**config.mk**
```make
export PLATFORM = sky130hd
export DESIGN_NAME = counter_priority_task_scheduler
export DESIGN_NICKNAME = d
export VERILOG_FILES = /design/src/hw/rtl/cpts_pkg.sv /design/src/hw/rtl/cpts_cmd_queue.sv /design/src/hw/rtl/cpts_front.sv /design/src/hw/rtl/cpts_ram.sv /design/src/hw/rtl/cpts_back.sv /design/src/hw/rtl/counter_priority_task_scheduler.sv
export SDC_FILE = /design/constraint.sdc
export NUM_CORES = 2
export LEC_CHECK = 0
export BUFFER_PORTS_ARGS = -buffer_cell sky130_fd_sc_hd__buf_2
export CORE_AREA = 3 3 528 661
export DETAILED_ROUTE_END_ITERATION = 12
export DIE_AREA = 0 0 531 664
export MAX_ROUTING_LAYER = met4
export PLACE_DENSITY = 0.51
export SETUP_SLACK_MARGIN = 0.05
export SLEW_MARGIN = 20
export SYNTH_ARGS = -nofsm -noshare
export SYNTH_HDL_FRONTEND = slang
export SYNTH_SLANG_ARGS = --single-unit
```
**constraint.sdc**
```tcl
create_clock -name clk -period 10 [get_ports clk]
set_input_delay 2 -clock clk [delete_from_list [all_inputs] [get_ports clk]]
set_output_delay 2 -clock clk [all_outputs]
set_load 0.005 [all_outputs]
```
**src/hw/rtl/cpts_pkg.sv**
```systemverilog
`default_nettype none
// ----------------------------------------------------------------------------
// cpts_pkg
// Types and constants shared by the counter/priority task scheduler modules.
// ----------------------------------------------------------------------------
package cpts_pkg;
	localparam int NumTasks = 64;
	localparam int NumWaitQueues = 16;
	localparam int RefillFactor = 10;
	localparam int TaskW = 6;
	localparam int WqW = 4;
	localparam int PriW = 8;
	localparam int CntW = 12;
	localparam int ModeW = 3;
	localparam int ErrW = 2;
	localparam int CmdQDepth = 2;

	localparam logic [CntW-1:0] CntMax = {CntW{1'b1}};

	typedef enum logic [ModeW-1:0] {
		MODE_ADD = 3'd0,
		MODE_REMOVE = 3'd1,
		MODE_SLEEP = 3'd2,
		MODE_WAKEUP = 3'd3,
		MODE_SCHEDULE = 3'd4,
		MODE_SET_COUNTER = 3'd5,
		MODE_NOP6 = 3'd6,
		MODE_NOP7 = 3'd7
	} mode_t;

	typedef enum logic [ErrW-1:0] {
		ERR_OK = 2'd0,
		ERR_IDLE_SLEEP = 2'd1,
		ERR_NOT_QUEUED = 2'd2
	} err_t;

	typedef enum logic [3:0] {
		ST_IDLE,
		ST_EXEC,
		ST_UNLINK,
		ST_PICK_GO,
		ST_PICK,
		ST_REFILL_GO,
		ST_REFILL,
		ST_WAKE,
		ST_DONE
	} back_state_t;

	typedef struct packed {
		mode_t mode;
		logic [TaskW-1:0] task_id;
		logic [WqW-1:0] wq;
		logic [PriW-1:0] pri;
		logic [CntW-1:0] cnt;
	} cmd_t;

	function automatic logic [CntW-1:0] refill(input logic [PriW-1:0] p);
		logic [PriW+4:0] v;
		v = (PriW+5)'(p) * (PriW+5)'(RefillFactor);
		refill = (v > (PriW+5)'(CntMax)) ? CntMax : v[CntW-1:0];
	endfunction
endpackage
`default_nettype wire

```
**src/hw/rtl/cpts_cmd_queue.sv**
```systemverilog
`default_nettype none
// ----------------------------------------------------------------------------
// cpts_cmd_queue
// Short command queue that decouples command intake from execution.
// ----------------------------------------------------------------------------
module cpts_cmd_queue (
	input wire logic clk,
	input wire logic arst_n,
	input wire logic push,
	input wire cpts_pkg::cmd_t push_cmd,
	output logic full,
	input wire logic pop,
	output cpts_pkg::cmd_t pop_cmd,
	output logic empty
);
	import cpts_pkg::*;

	cmd_t slot_q [CmdQDepth];
	logic [$clog2(CmdQDepth)-1:0] wr_q, rd_q;
	logic [$clog2(CmdQDepth):0] cnt_q;

	assign full = (cnt_q == ($clog2(CmdQDepth)+1)'(CmdQDepth));
	assign empty = (cnt_q == '0);
	assign pop_cmd = slot_q[rd_q];

	always_ff @(posedge clk) begin
		if (push) begin
			slot_q[wr_q] <= push_cmd;
		end
	end

	always_ff @(posedge clk or negedge arst_n) begin
		if (!arst_n) begin
			wr_q <= '0;
			rd_q <= '0;
			cnt_q <= '0;
		end else begin
			if (push) begin
				wr_q <= wr_q + 1'b1;
			end
			if (pop) begin
				rd_q <= rd_q + 1'b1;
			end
			cnt_q <= cnt_q + {{$clog2(CmdQDepth){1'b0}}, push} - {{$clog2(CmdQDepth){1'b0}}, pop};
		end
	end
endmodule
`default_nettype wire

```
**src/hw/rtl/cpts_front.sv**
```systemverilog
`default_nettype none
// ----------------------------------------------------------------------------
// cpts_front
// Command intake: takes input beats, classifies the mode and queues them.
// ----------------------------------------------------------------------------
module cpts_front (
	input wire logic clk,
	input wire logic arst_n,
	input wire logic in_valid,
	output logic in_stall,
	input wire logic [cpts_pkg::ModeW-1:0] mode,
	input wire logic [cpts_pkg::TaskW-1:0] task_id,
	input wire logic [cpts_pkg::WqW-1:0] wait_queue_id,
	input wire logic [cpts_pkg::PriW-1:0] priority_value,
	input wire logic [cpts_pkg::CntW-1:0] counter_value,
	input wire logic pop,
	output cpts_pkg::cmd_t pop_cmd,
	output logic empty
);
	import cpts_pkg::*;

	logic full;
	cmd_t cmd;

	always_comb begin
		cmd.mode = mode_t'(mode);
		cmd.task_id = task_id;
		cmd.wq = wait_queue_id;
		cmd.pri = priority_value;
		cmd.cnt = counter_value;
		unique case (mode_t'(mode))
			MODE_NOP6, MODE_NOP7: begin
				cmd.task_id = '0;
			end
			default: begin
			end
		endcase
	end

	assign in_stall = full;

	cpts_cmd_queue u_q (
		.clk(clk),
		.arst_n(arst_n),
		.push(in_valid && !full),
		.push_cmd(cmd),
		.full(full),
		.pop(pop),
		.pop_cmd(pop_cmd),
		.empty(empty)
	);
endmodule
`default_nettype wire

```
**src/hw/rtl/cpts_ram.sv**
```systemverilog
`default_nettype none
// ----------------------------------------------------------------------------
// cpts_ram
// Generic single-port RAM with registered read.
// ----------------------------------------------------------------------------
module cpts_ram #(
	parameter int Width = 8,
	parameter int Depth = 64
) (
	input wire logic clk,
	input wire logic we,
	input wire logic [$clog2(Depth)-1:0] addr,
	input wire logic [Width-1:0] wdata,
	output logic [Width-1:0] rdata
);
	logic [Width-1:0] mem_q [Depth];

	always_ff @(posedge clk) begin
		if (we) begin
			mem_q[addr] <= wdata;
		end
		rdata <= mem_q[addr];
	end
endmodule
`default_nettype wire

```
**src/hw/rtl/cpts_back.sv**
```systemverilog
`default_nettype none
// ----------------------------------------------------------------------------
// cpts_back
// Command execution: owns the task table and walks it for schedule and wakeup.
// ----------------------------------------------------------------------------
module cpts_back (
	input wire logic clk,
	input wire logic arst_n,
	input wire logic cmd_avail,
	input wire cpts_pkg::cmd_t cmd,
	output logic cmd_pop,
	output logic out_valid,
	input wire logic out_stall,
	output logic [cpts_pkg::TaskW-1:0] selected_task,
	output logic need_resched,
	output logic [cpts_pkg::ErrW-1:0] error_code
);
	import cpts_pkg::*;

	// The run queue is kept as head and tail registers plus next and prev
	// links in RAM. Walks stop at the tail, so the tail's next link is never
	// followed. Wakeup reads the wait-queue entry of every slot, added or not.

	back_state_t st_q, st_d;
	cmd_t cmd_q;
	logic [NumTasks-1:0] inq_q, sleeping_q;
	logic [TaskW-1:0] head_q, tail_q, run_q, cur_q, sel_q;
	logic resched_q, second_q;
	logic [ErrW-1:0] err_q;
	logic [CntW-1:0] best_q;

	logic nx_we, pv_we, cn_we, pr_we, sq_we;
	logic [TaskW-1:0] nx_addr, pv_addr, cn_addr, pr_addr, sq_addr;
	logic [TaskW-1:0] nx_wdata, pv_wdata, nx_rdata, pv_rdata;
	logic [CntW-1:0] cn_wdata, cn_rdata;
	logic [PriW-1:0] pr_rdata;
	logic [WqW-1:0] sq_rdata;

	logic [TaskW-1:0] t, ul_prev, ul_next, sel_n;
	logic [CntW-1:0] best_n;
	logic add_ok, rm_ok, sl_ok, wake_hit;

	cpts_ram #(.Width(TaskW), .Depth(NumTasks)) u_next (
		.clk(clk),
		.we(nx_we),
		.addr(nx_addr),
		.wdata(nx_wdata),
		.rdata(nx_rdata)
	);

	cpts_ram #(.Width(TaskW), .Depth(NumTasks)) u_prev (
		.clk(clk),
		.we(pv_we),
		.addr(pv_addr),
		.wdata(pv_wdata),
		.rdata(pv_rdata)
	);

	cpts_ram #(.Width(CntW), .Depth(NumTasks)) u_cnt (
		.clk(clk),
		.we(cn_we),
		.addr(cn_addr),
		.wdata(cn_wdata),
		.rdata(cn_rdata)
	);

	cpts_ram #(.Width(PriW), .Depth(NumTasks)) u_pri (
		.clk(clk),
		.we(pr_we),
		.addr(pr_addr),
		.wdata(cmd_q.pri),
		.rdata(pr_rdata)
	);

	cpts_ram #(.Width(WqW), .Depth(NumTasks)) u_sleep_q (
		.clk(clk),
		.we(sq_we),
		.addr(sq_addr),
		.wdata(cmd_q.wq),
		.rdata(sq_rdata)
	);

	assign t = cmd_q.task_id;
	assign add_ok = (t != '0) && !inq_q[t];
	assign rm_ok = inq_q[t];
	assign sl_ok = (t != '0) && inq_q[t] && (32'(cmd_q.wq) < NumWaitQueues);
	assign ul_prev = pv_rdata;
	assign ul_next = (t == tail_q) ? '0 : nx_rdata;
	assign wake_hit = sleeping_q[cur_q] && (sq_rdata == cmd_q.wq);

	always_comb begin
		best_n = best_q;
		sel_n = sel_q;
		if (cn_rdata > best_q) begin
			best_n = cn_rdata;
			sel_n = cur_q;
		end
	end

	always_comb begin
		st_d = st_q;
		cmd_pop = 1'b0;
		nx_we = 1'b0;
		pv_we = 1'b0;
		cn_we = 1'b0;
		pr_we = 1'b0;
		sq_we = 1'b0;
		nx_addr = t;
		pv_addr = t;
		cn_addr = t;
		pr_addr = t;
		sq_addr = t;
		nx_wdata = t;
		pv_wdata = tail_q;
		cn_wdata = cmd_q.cnt;
		unique case (st_q)
			ST_IDLE: begin
				if (cmd_avail) begin
					cmd_pop = 1'b1;
					st_d = ST_EXEC;
				end
			end
			ST_EXEC: begin
				st_d = ST_DONE;
				unique case (cmd_q.mode)
					MODE_ADD: begin
						if (add_ok) begin
							nx_addr = tail_q;
							nx_we = (tail_q != '0);
							pv_we = 1'b1;
							cn_we = 1'b1;
							pr_we = 1'b1;
						end
					end
					MODE_REMOVE: begin
						if (rm_ok) begin
							st_d = ST_UNLINK;
						end
					end
					MODE_SLEEP: begin
						if (sl_ok) begin
							sq_we = 1'b1;
							st_d = ST_UNLINK;
						end
					end
					MODE_WAKEUP: begin
						sq_addr = '0;
						if (32'(cmd_q.wq) < NumWaitQueues) begin
							st_d = ST_WAKE;
						end
					end
					MODE_SCHEDULE: st_d = ST_PICK_GO;
					MODE_SET_COUNTER: cn_we = 1'b1;
					default: begin
					end
				endcase
			end
			ST_UNLINK: begin
				nx_addr = ul_prev;
				nx_wdata = ul_next;
				nx_we = (ul_prev != '0);
				pv_addr = ul_next;
				pv_wdata = ul_prev;
				pv_we = (ul_next != '0);
				st_d = (cmd_q.mode == MODE_SLEEP && run_q == t) ? ST_PICK_GO : ST_DONE;
			end
			ST_PICK_GO: begin
				nx_addr = head_q;
				cn_addr = head_q;
				st_d = (head_q == '0) ? ST_DONE : ST_PICK;
			end
			ST_PICK: begin
				nx_addr = nx_rdata;
				cn_addr = nx_rdata;
				if (cur_q == tail_q) begin
					st_d = (best_n == '0 && !second_q) ? ST_REFILL_GO : ST_DONE;
				end
			end
			ST_REFILL_GO: begin
				nx_addr = head_q;
				pr_addr = head_q;
				st_d = ST_REFILL;
			end
			ST_REFILL: begin
				nx_addr = nx_rdata;
				pr_addr = nx_rdata;
				cn_addr = cur_q;
				cn_wdata = refill(pr_rdata);
				cn_we = 1'b1;
				if (cur_q == tail_q) begin
					st_d = ST_PICK_GO;
				end
			end
			ST_WAKE: begin
				sq_addr = cur_q + 1'b1;
				if (wake_hit) begin
					nx_addr = tail_q;
					nx_wdata = cur_q;
					nx_we = (tail_q != '0);
					pv_addr = cur_q;
					pv_wdata = tail_q;
					pv_we = 1'b1;
				end
				if (cur_q == TaskW'(NumTasks - 1)) begin
					st_d = ST_DONE;
				end
			end
			ST_DONE: begin
				if (!out_stall) begin
					st_d = ST_IDLE;
				end
			end
			default: st_d = ST_IDLE;
		endcase
	end

	always_ff @(posedge clk or negedge arst_n) begin
		if (!arst_n) begin
			st_q <= ST_IDLE;
		end else begin
			st_q <= st_d;
		end
	end

	always_ff @(posedge clk) begin
		if (cmd_pop) begin
			cmd_q <= cmd;
		end
	end

	always_ff @(posedge clk or negedge arst_n) begin
		if (!arst_n) begin
			inq_q <= '0;
			sleeping_q <= '0;
			head_q <= '0;
			tail_q <= '0;
			run_q <= '0;
			cur_q <= '0;
			sel_q <= '0;
			resched_q <= 1'b0;
			second_q <= 1'b0;
			err_q <= ERR_OK;
			best_q <= '0;
		end else begin
			unique case (st_q)
				ST_EXEC: begin
					err_q <= ERR_OK;
					cur_q <= '0;
					second_q <= 1'b0;
					unique case (cmd_q.mode)
						MODE_ADD: begin
							if (!add_ok) begin
								err_q <= ERR_NOT_QUEUED;
							end else begin
								sleeping_q[t] <= 1'b0;
								inq_q[t] <= 1'b1;
								tail_q <= t;
								if (tail_q == '0) begin
									head_q <= t;
								end
							end
						end
						MODE_REMOVE: begin
							if (!rm_ok) begin
								err_q <= ERR_NOT_QUEUED;
							end else begin
								inq_q[t] <= 1'b0;
							end
						end
						MODE_SLEEP: begin
							if (t == '0) begin
								err_q <= ERR_IDLE_SLEEP;
							end else if (!sl_ok) begin
								err_q <= ERR_NOT_QUEUED;
							end else begin
								inq_q[t] <= 1'b0;
								sleeping_q[t] <= 1'b1;
								if (run_q == t) begin
									resched_q <= 1'b0;
								end
							end
						end
						MODE_SCHEDULE: resched_q <= 1'b0;
						default: begin
						end
					endcase
				end
				ST_UNLINK: begin
					if (ul_prev == '0) begin
						head_q <= ul_next;
					end
					if (ul_next == '0) begin
						tail_q <= ul_prev;
					end
				end
				ST_PICK_GO: begin
					cur_q <= head_q;
					best_q <= '0;
					sel_q <= '0;
					if (head_q == '0) begin
						run_q <= '0;
					end
				end
				ST_PICK: begin
					best_q <= best_n;
					sel_q <= sel_n;
					cur_q <= nx_rdata;
					if (cur_q == tail_q && !(best_n == '0 && !second_q)) begin
						run_q <= sel_n;
					end
				end
				ST_REFILL_GO: begin
					cur_q <= head_q;
					second_q <= 1'b1;
				end
				ST_REFILL: begin
					cur_q <= nx_rdata;
				end
				ST_WAKE: begin
					if (wake_hit) begin
						sleeping_q[cur_q] <= 1'b0;
						inq_q[cur_q] <= 1'b1;
						tail_q <= cur_q;
						if (tail_q == '0) begin
							head_q <= cur_q;
						end
						resched_q <= 1'b1;
					end
					cur_q <= cur_q + 1'b1;
				end
				default: begin
				end
			endcase
		end
	end

	assign out_valid = (st_q == ST_DONE);
	assign selected_task = run_q;
	assign need_resched = resched_q;
	assign error_code = err_q;
endmodule
`default_nettype wire

```
**src/hw/rtl/counter_priority_task_scheduler.sv**
```systemverilog
`default_nettype none
// ----------------------------------------------------------------------------
// counter_priority_task_scheduler
// Counter/priority task scheduler over a 64-slot task table.
// ----------------------------------------------------------------------------
// Each input beat is one command and yields one result beat. Commands enter
// a two-entry queue and execute one at a time. Add, set counter, rejected
// commands and unknown modes finish directly; remove and sleep first unlink
// the task. Schedule walks the N queued tasks, up to 63, once; when every
// counter is zero, a refill pass and a second pick follow. A sleep of the
// running task is followed by a schedule. Wakeup reads the wait-queue RAM
// once per slot. The run queue is walked through the table RAMs one step
// per cycle.
module counter_priority_task_scheduler (
	input wire logic clk,
	input wire logic arst_n,
	input wire logic in_valid,
	output logic in_stall,
	input wire logic [cpts_pkg::ModeW-1:0] mode,
	input wire logic [cpts_pkg::TaskW-1:0] task_id,
	input wire logic [cpts_pkg::WqW-1:0] wait_queue_id,
	input wire logic [cpts_pkg::PriW-1:0] priority_value,
	input wire logic [cpts_pkg::CntW-1:0] counter_value,
	output logic out_valid,
	input wire logic out_stall,
	output logic [cpts_pkg::TaskW-1:0] selected_task,
	output logic need_resched,
	output logic [cpts_pkg::ErrW-1:0] error_code
);
	import cpts_pkg::*;

	logic pop, empty;
	cmd_t qcmd;

	cpts_front u_front (
		.clk(clk),
		.arst_n(arst_n),
		.in_valid(in_valid),
		.in_stall(in_stall),
		.mode(mode),
		.task_id(task_id),
		.wait_queue_id(wait_queue_id),
		.priority_value(priority_value),
		.counter_value(counter_value),
		.pop(pop),
		.pop_cmd(qcmd),
		.empty(empty)
	);

	cpts_back u_back (
		.clk(clk),
		.arst_n(arst_n),
		.cmd_avail(!empty),
		.cmd(qcmd),
		.cmd_pop(pop),
		.out_valid(out_valid),
		.out_stall(out_stall),
		.selected_task(selected_task),
		.need_resched(need_resched),
		.error_code(error_code)
	);
endmodule
`default_nettype wire

```
### Yosys cells after proc, flatten, opt, wreduce, memory -nomap -nowiden

Memory sizes are Yosys's and may differ from the RTL's. A register that Yosys moved wholly into a read port is not among the register bits.
Cells that the tools add are included.
Widths: inputs -> output; s select.

| cells by class | value |
|---|---|
| $add $sub $neg | 5 |
| multipliers | 1 |
| $lt $le $gt $ge | 5 |
| eq/ne operators | 43 |
| muxes and demuxes | 107 |
| bitwise gates (word level) | 8 |
| reductions and logical operators | 41 |

Operator list:

| operator | count |
|---|---|
| $mux 64 | 9 |
| $pmux 64 s2 | 3 |
| $and 64x64->64 | 3 |
| $or 64x64->64 | 3 |
| $pmux 64 s3 | 1 |
| $not 64->64 | 2 |
| $mux 6 | 21 |
| $pmux 6 s2 | 5 |
| $pmux 6 s3 | 3 |
| $mux 4 | 10 |
| $pmux 4 s9 | 1 |
| $mux 1 | 32 |
| $logic_not 6->1 | 5 |
| $pmux 6 s5 | 1 |
| $mux 12 | 2 |
| $pmux 12 s2 | 1 |
| $pmux 6 s4 | 1 |
| $reduce_bool 6->1 | 4 |
| $ne 2x1->1 const B | 11 |
| $eq 6x6->1 | 3 |
| $eq 4x3->1 const B | 4 |
| $pmux 4 s4 | 1 |
| $ne 3x2->1 const B | 5 |
| $lt 6x7->1 const B | 2 |
| other kinds (39) | 77 |

| word-level totals | value |
|---|---|
| register bits after elaboration | 182 |
| RAM bits | 2370 |
| bits of input ports | 37 |
| output and inout bits | 11 |
| logic and storage cells | 231 |
| memories | 6 |

Memories:

| name | words | bits a word | read ports | clocked after Yosys merged registers in | write ports | line | source |
|---|---|---|---|---|---|---|---|
| u_back.u_cnt.mem_q | 64 | 12 | 1 | 1 | 1 | cpts_ram.sv:16 | `logic [Width-1:0] mem_q [Depth];` |
| u_back.u_pri.mem_q | 64 | 8 | 1 | 1 | 1 | cpts_ram.sv:16 |  |
| u_back.u_next.mem_q | 64 | 6 | 1 | 1 | 1 | cpts_ram.sv:16 |  |
| u_back.u_prev.mem_q | 64 | 6 | 1 | 1 | 1 | cpts_ram.sv:16 |  |
| u_back.u_sleep_q.mem_q | 64 | 4 | 1 | 1 | 1 | cpts_ram.sv:16 |  |
| u_front.u_q.slot_q | 2 | 33 | 1 | 1 | 1 | cpts_cmd_queue.sv:18 | `cmd_t slot_q [CmdQDepth];` |

### Logic depth before layout (Yosys ltp)

| logic depth | value |
|---|---|
| word-level depth | 10 |
| mapped depth | 20 |
| gate-level depth less buffers | 15 |

### By module

A second synthesis with hierarchy kept.

| unflattened totals | value |
|---|---|
| cells, all modules | 7075 |
| area total of the unflattened synthesis | 108491.6 um^2 |

Modules (own cells, without submodules):

| module | times used | cells each | area each (um^2) | seq. area each (um^2) |
|---|---|---|---|---|
| cpts_ram (u_back.u_next ...) | 2 | 923 | 15265.9 | 11651.2 |
| cpts_ram (u_back.u_cnt) | 1 | 1725 | 29876.2 | 23302.3 |
| cpts_ram (u_back.u_pri) | 1 | 1171 | 20449.6 | 15534.9 |
| cpts_back | 1 | 1572 | 14375.0 | 5445.2 |
| cpts_ram (u_back.u_sleep_q) | 1 | 635 | 10473.8 | 7767.4 |
| cpts_cmd_queue | 1 | 118 | 2730.1 | 2082.0 |
| cpts_front | 1 | 7 | 51.3 | 0.0 |
| counter_priority_task_scheduler | 1 | 1 | 3.8 | 0.0 |

### Worst setup path after synthesis

Ideal clock, no wire load.

| timing path | value |
|---|---|
| path kind | register to register |
| start | register u_back.cmd_q[21] (netlist name) |
| end | memory u_back.u_prev.mem_q[56][0] in the netlist's numbering (enable) |
| library setup time | 0.350 ns |
| arrival | 5.690 ns |
| required time | 9.650 ns |
| slack | 3.960 ns |
| cell stages (with the launch flop) | 10 |
| path buffers | 1 |
| clock period less this slack | 6.040 ns |
| cell sequence | edfxtp_1 -> xnor2_1 -> nand4_1 -> a21oi_4 -> mux2i_1 -> o21ai_0 -> and2_1 -> nand2_1 -> clkbuf_1 -> nor2_1 |

| between the ends | value |
|---|---|
| elaborated cells between the ends (all ways) | 8 |
| those cells by class | eq/ne: 1; mux: 6; reduce/logical: 1 |

RTL lines:

| item | line | source |
|---|---|---|
| $eq 4x4->1 | cpts_back.sv:89 | `assign wake_hit = sleeping_q[cur_q] && (sq_rdata == cmd_q.wq);` |
| $logic_and 1x1->1 | cpts_back.sv:89 |  |
| $mux 6 | n/a |  |
| $pmux 6 s2 | n/a |  |
| via u_back.nx_wdata[4] | cpts_back.sv:34 | `logic [TaskW-1:0] nx_wdata, pv_wdata, nx_rdata, pv_rdata;` |
| end: declaration | cpts_ram.sv:16 |  |

The timed path passes the listed nets, and every way through them passes these cells.

### Final worst setup path

| timing path | value |
|---|---|
| start | register u_back.cur_q[0] |
| end | register u_back.u_prev.rdata[1], read port of u_back.u_prev.mem_q |

| between the ends | value |
|---|---|
| cells in the longest elaborated chain, start to end | 5 |

RTL lines:

| item | line | source |
|---|---|---|
| start: declaration | cpts_back.sv:27 | `logic [TaskW-1:0] head_q, tail_q, run_q, cur_q, sel_q;` |
| start signal: assignment | cpts_back.sv:297 | `cur_q <= head_q;` |
| start signal: assignment | cpts_back.sv:307 | `cur_q <= nx_rdata;` |
| start signal: assignment | cpts_back.sv:313 | `cur_q <= head_q;` |
| $bmux 1 s6 | cpts_back.sv:89 |  |
| $mux 1 (implied by the code) | cpts_back.sv:89 |  |
| $logic_and 1x1->1 | cpts_back.sv:89 |  |
| $mux 6 (*) | cpts_back.sv:196 | `if (wake_hit) begin` |
| $pmux 6 s2 (*) | cpts_back.sv:116 | `unique case (st_q)` |
| end: declaration | cpts_ram.sv:14 | `output logic [Width-1:0] rdata` |

Mark *: on every way between the ends. The rest lies on a longest branch, timed or not. The select of a mux whose other input is x is not followed.
A chain may end at the register's enable or synchronous reset.

==> results.cfg <==
[outcome]
outcome = complete, no violations

[clocking]
cts.sinks = 2621
insertion_delay_ps = 890
postCtsSetupRepairBufs = 0
cts_tree = yes
clockBufferDepth = 4
clk_pin_slew_ps = 60
holdBufCountCts = 0
root_buffer = clkbuf_16
cts_htree_levels = 5
cts_resized = 0
cts_inserted_buffers = 284

[logic_synthesis]
synth_area_um2 = 103000
yosys_warnings = 0
synth_edf_count = 2403
synth_top_area_share = 0.702
yosysSeqAreaShare = 0.753
synthDistinctLibCells = 95
syn_avg_cell_area_um2 = 15.1
yosysTopAreaCell = edfxtp_1
synthTopCellsByCount = 2403 x edfxtp_1, 678 x nand2_1, 629 x a22oi_1, 433 x nor2_1, 289 x clkbuf_1
ys_seq_elements = 2621
syn_inst = 6811
synthArstFlopShare = 0.0694
yosysMostFrequentCell = edfxtp_1
synth_ff_type = edfxtp_1
synth.area.top_cells = edfxtp_1 70%, a22oi_1 4.6%, dfrtp_1 4.4%, nand2_1 2.5%, nor2_1 1.6%

[sta]
grt_setup_unrepaired = false
fin_worst_skew_ps = 48.6
tns_ps = 0
max_freq_mhz = 153
finalHoldViolCount = 0
finalCritPeriodShare = 0.655
period_needed_ps = 6550
setup_viol = 0
max-slew-margin-rel = 0.124
worst_pin_slew_ps = 1300
drv_slew = 0

[routing]
vias = 62900
drtIter0Drc = 6935
drtAntennaViolNets = 0
drt-wirelength-per-cell_um = 26.3
vias_per_cell = 5.42
drtPass1Iterations = 7
drt_wl_total_um = 305000
drcViolationCount = 0

[setup_path]
cp-end-kind = flop
startpoint_type = flop
r2r-end = u_back.u_prev.rdata[1]
path_max_fanout = 73
cpMostUsedCell = buf_4
cp.required_ps = 10740
slowest_delay_ps = 880
r2r_slack_ps = 3450
slowest_stage = dfrtp_2
crit_chain = buf_4 > mux2i_1 > mux4_2 > o22ai_1 > a311oi_4 > a21oi_4 > o211a_2 > inv_4 > buf_4 > nor4_4 > buf_4 > a22o_1 > a221oi_1 > a31oi_1 > nor4_1 > nand2_1
crit_type = reg2reg
r2r-start = u_back.cur_q[0]
arrival_ps = 7290
reg2regPathDepth = 16

[floorplanning]
coreArea_um2 = 344000
die-area_um2 = 353000
dieHeight_um = 664
fp-row-count = 241
dieWidth_um = 531
io_pins = 48
start_util = 0.299

[pwr]
p_leak_uw = 0.0367
power_density_nw_per_um2 = 320
power_uw = 37600
irDropWorstVdd_mv = 0.380

[global_route]
grt.overflow.total = 0
grt_max_degree = 129
grt.total_usage = 0.172
antenna_found_initial = 3
grt_pass1_wl_um = 443000
grt_pass1_vias = 62700

[final_layout]
fillers = 32900
seqCellArea_um2 = 77400
final_area_um2 = 118000
area_growth_pct = 14.5
layout-drive-gt1-share = 0.112
multi_input_area_um2 = 23800
num-nets-final = 6947

[placement]
place_congestion = 0.905
hpwlAfterDp_um = 180000
numPortBuffers = 47
placed_area_um2 = 109000

[min_path]
hp-class = reg2reg
whs_path_depth = 2
worstHoldStart = u_back.u_cnt.rdata[2]
min_to = u_back.best_q[2]

[flow_run]
cap_violations = 0
through the flow:
stage          utilization  std cells  hold slack (ps)  worst slack (ps)
6_report             0.343      11600              464              3450
3_3_place_gp         0.316      11100              473              3580
2_1_floorplan            -       6828              448              3960
4_1_cts              0.343      11600              464              3420
5_1_grt              0.343      11600              484              3120
3_5_place_dp         0.317      11100              477              3450
state kept, by name, summed over array words and instances, names as in the netlist, 27 cells and up, named ones only:
name / flops
u_back.u_pri.mem_q: 512
u_back.cmd_q: 27
u_back.u_prev.mem_q: 384
u_back.u_sleep_q.mem_q: 256
u_front.u_q.slot_q: 66
u_back.u_next.mem_q: 384
u_back.u_cnt.mem_q: 768
layout make-up:
| type | instances | share of cell area |
|---|---|---|
| flip-flops and latches | 2621 | 0.657 |
| multi-input cells | 3697 | 0.202 |
| clock buffers | 346 | 0.0633 |
| well taps | 4495 | 0.0478 |
| repair buffers | 242 | 0.0152 |
| clock inverters | 160 | 0.0126 |
| inverters | 36 | 0.00120 |
| diodes | 3 | 0.0000637 |
worst max path at each step:
stage               slack, ps                          to             start
detailed placement       3450      u_back.u_prev.rdata[1]   u_back.cur_q[0]
global route             3120      u_back.u_prev.rdata[1]   u_back.cur_q[0]
global placement         3580      u_back.u_prev.rdata[1]   u_back.cur_q[0]
finish                   3450      u_back.u_prev.rdata[1]   u_back.cur_q[0]
CTS                      3420      u_back.u_prev.rdata[1]   u_back.cur_q[0]
floorplan                3960  u_back.u_prev.mem_q[56][0]  u_back.cmd_q[21]
critical path, delay by kind of cell (launching register included):
| family | cells | cell delay [ps] |
|---|---|---|
| AOI/OAI and AO/OA | 7 | 2010 |
| buffers and inverters | 4 | 2020 |
| DFF | 1 | 880 |
| muxes | 2 | 500 |
| and+or+nand+nor | 3 | 900 |
power by group:
group          internal, µW  switching (µW)
registers             14300             463
clock network          5840            4350
logic                  3310            9430
total                 23400           14200
routing by layer:
layer / vias up / GRT usage / part of all wire
li1: 27400 / - / -
met1: 32300 / 0.223 / 0.41
met2: 2576 / 0.282 / 0.49
met3: 548 / 0.0206 / 0.062
met4: 0 / 0.0532 / 0.032
met5: - / - / 0
placed cells by master, fill, tap and decap left out, types with 36 or more instances in the layout:
master,n
and3_1,37
mux2_2,38
a211oi_1,46
clkinv_2,45
a22oi_1,629
buf_4,189
dfxtp_1,36
nand2_1,672
o22a_1,41
clkbuf_16,286
nor3_1,74
a22o_1,110
nor2_1,396
a31oi_1,240
buf_2,46
nand3_1,99
edfxtp_1,2403
clkbuf_1,53
nor4_1,51
a21oi_1,160
a222oi_1,37
clkinv_1,66
o21ai_0,181
a32oi_1,47
a41oi_1,80
mux2i_1,142
dfrtp_1,180
a221oi_1,158
cells by family after synthesis:
group / count (synthesis) / synth area share
AND/OR/NAND/NOR: 1517 / 0.0637
flip-flops: 2621 / 0.753
multiplexers: 185 / 0.0190
XOR/XNOR: 37 / 0.00315
buffers and inverters: 510 / 0.0214
adder cells (fa/ha/maj): 28 / 0.00348
other: 1 / 0.0000365
AO/OA/AOI/OAI: 1912 / 0.136
(Power assumes the default switching activity.)
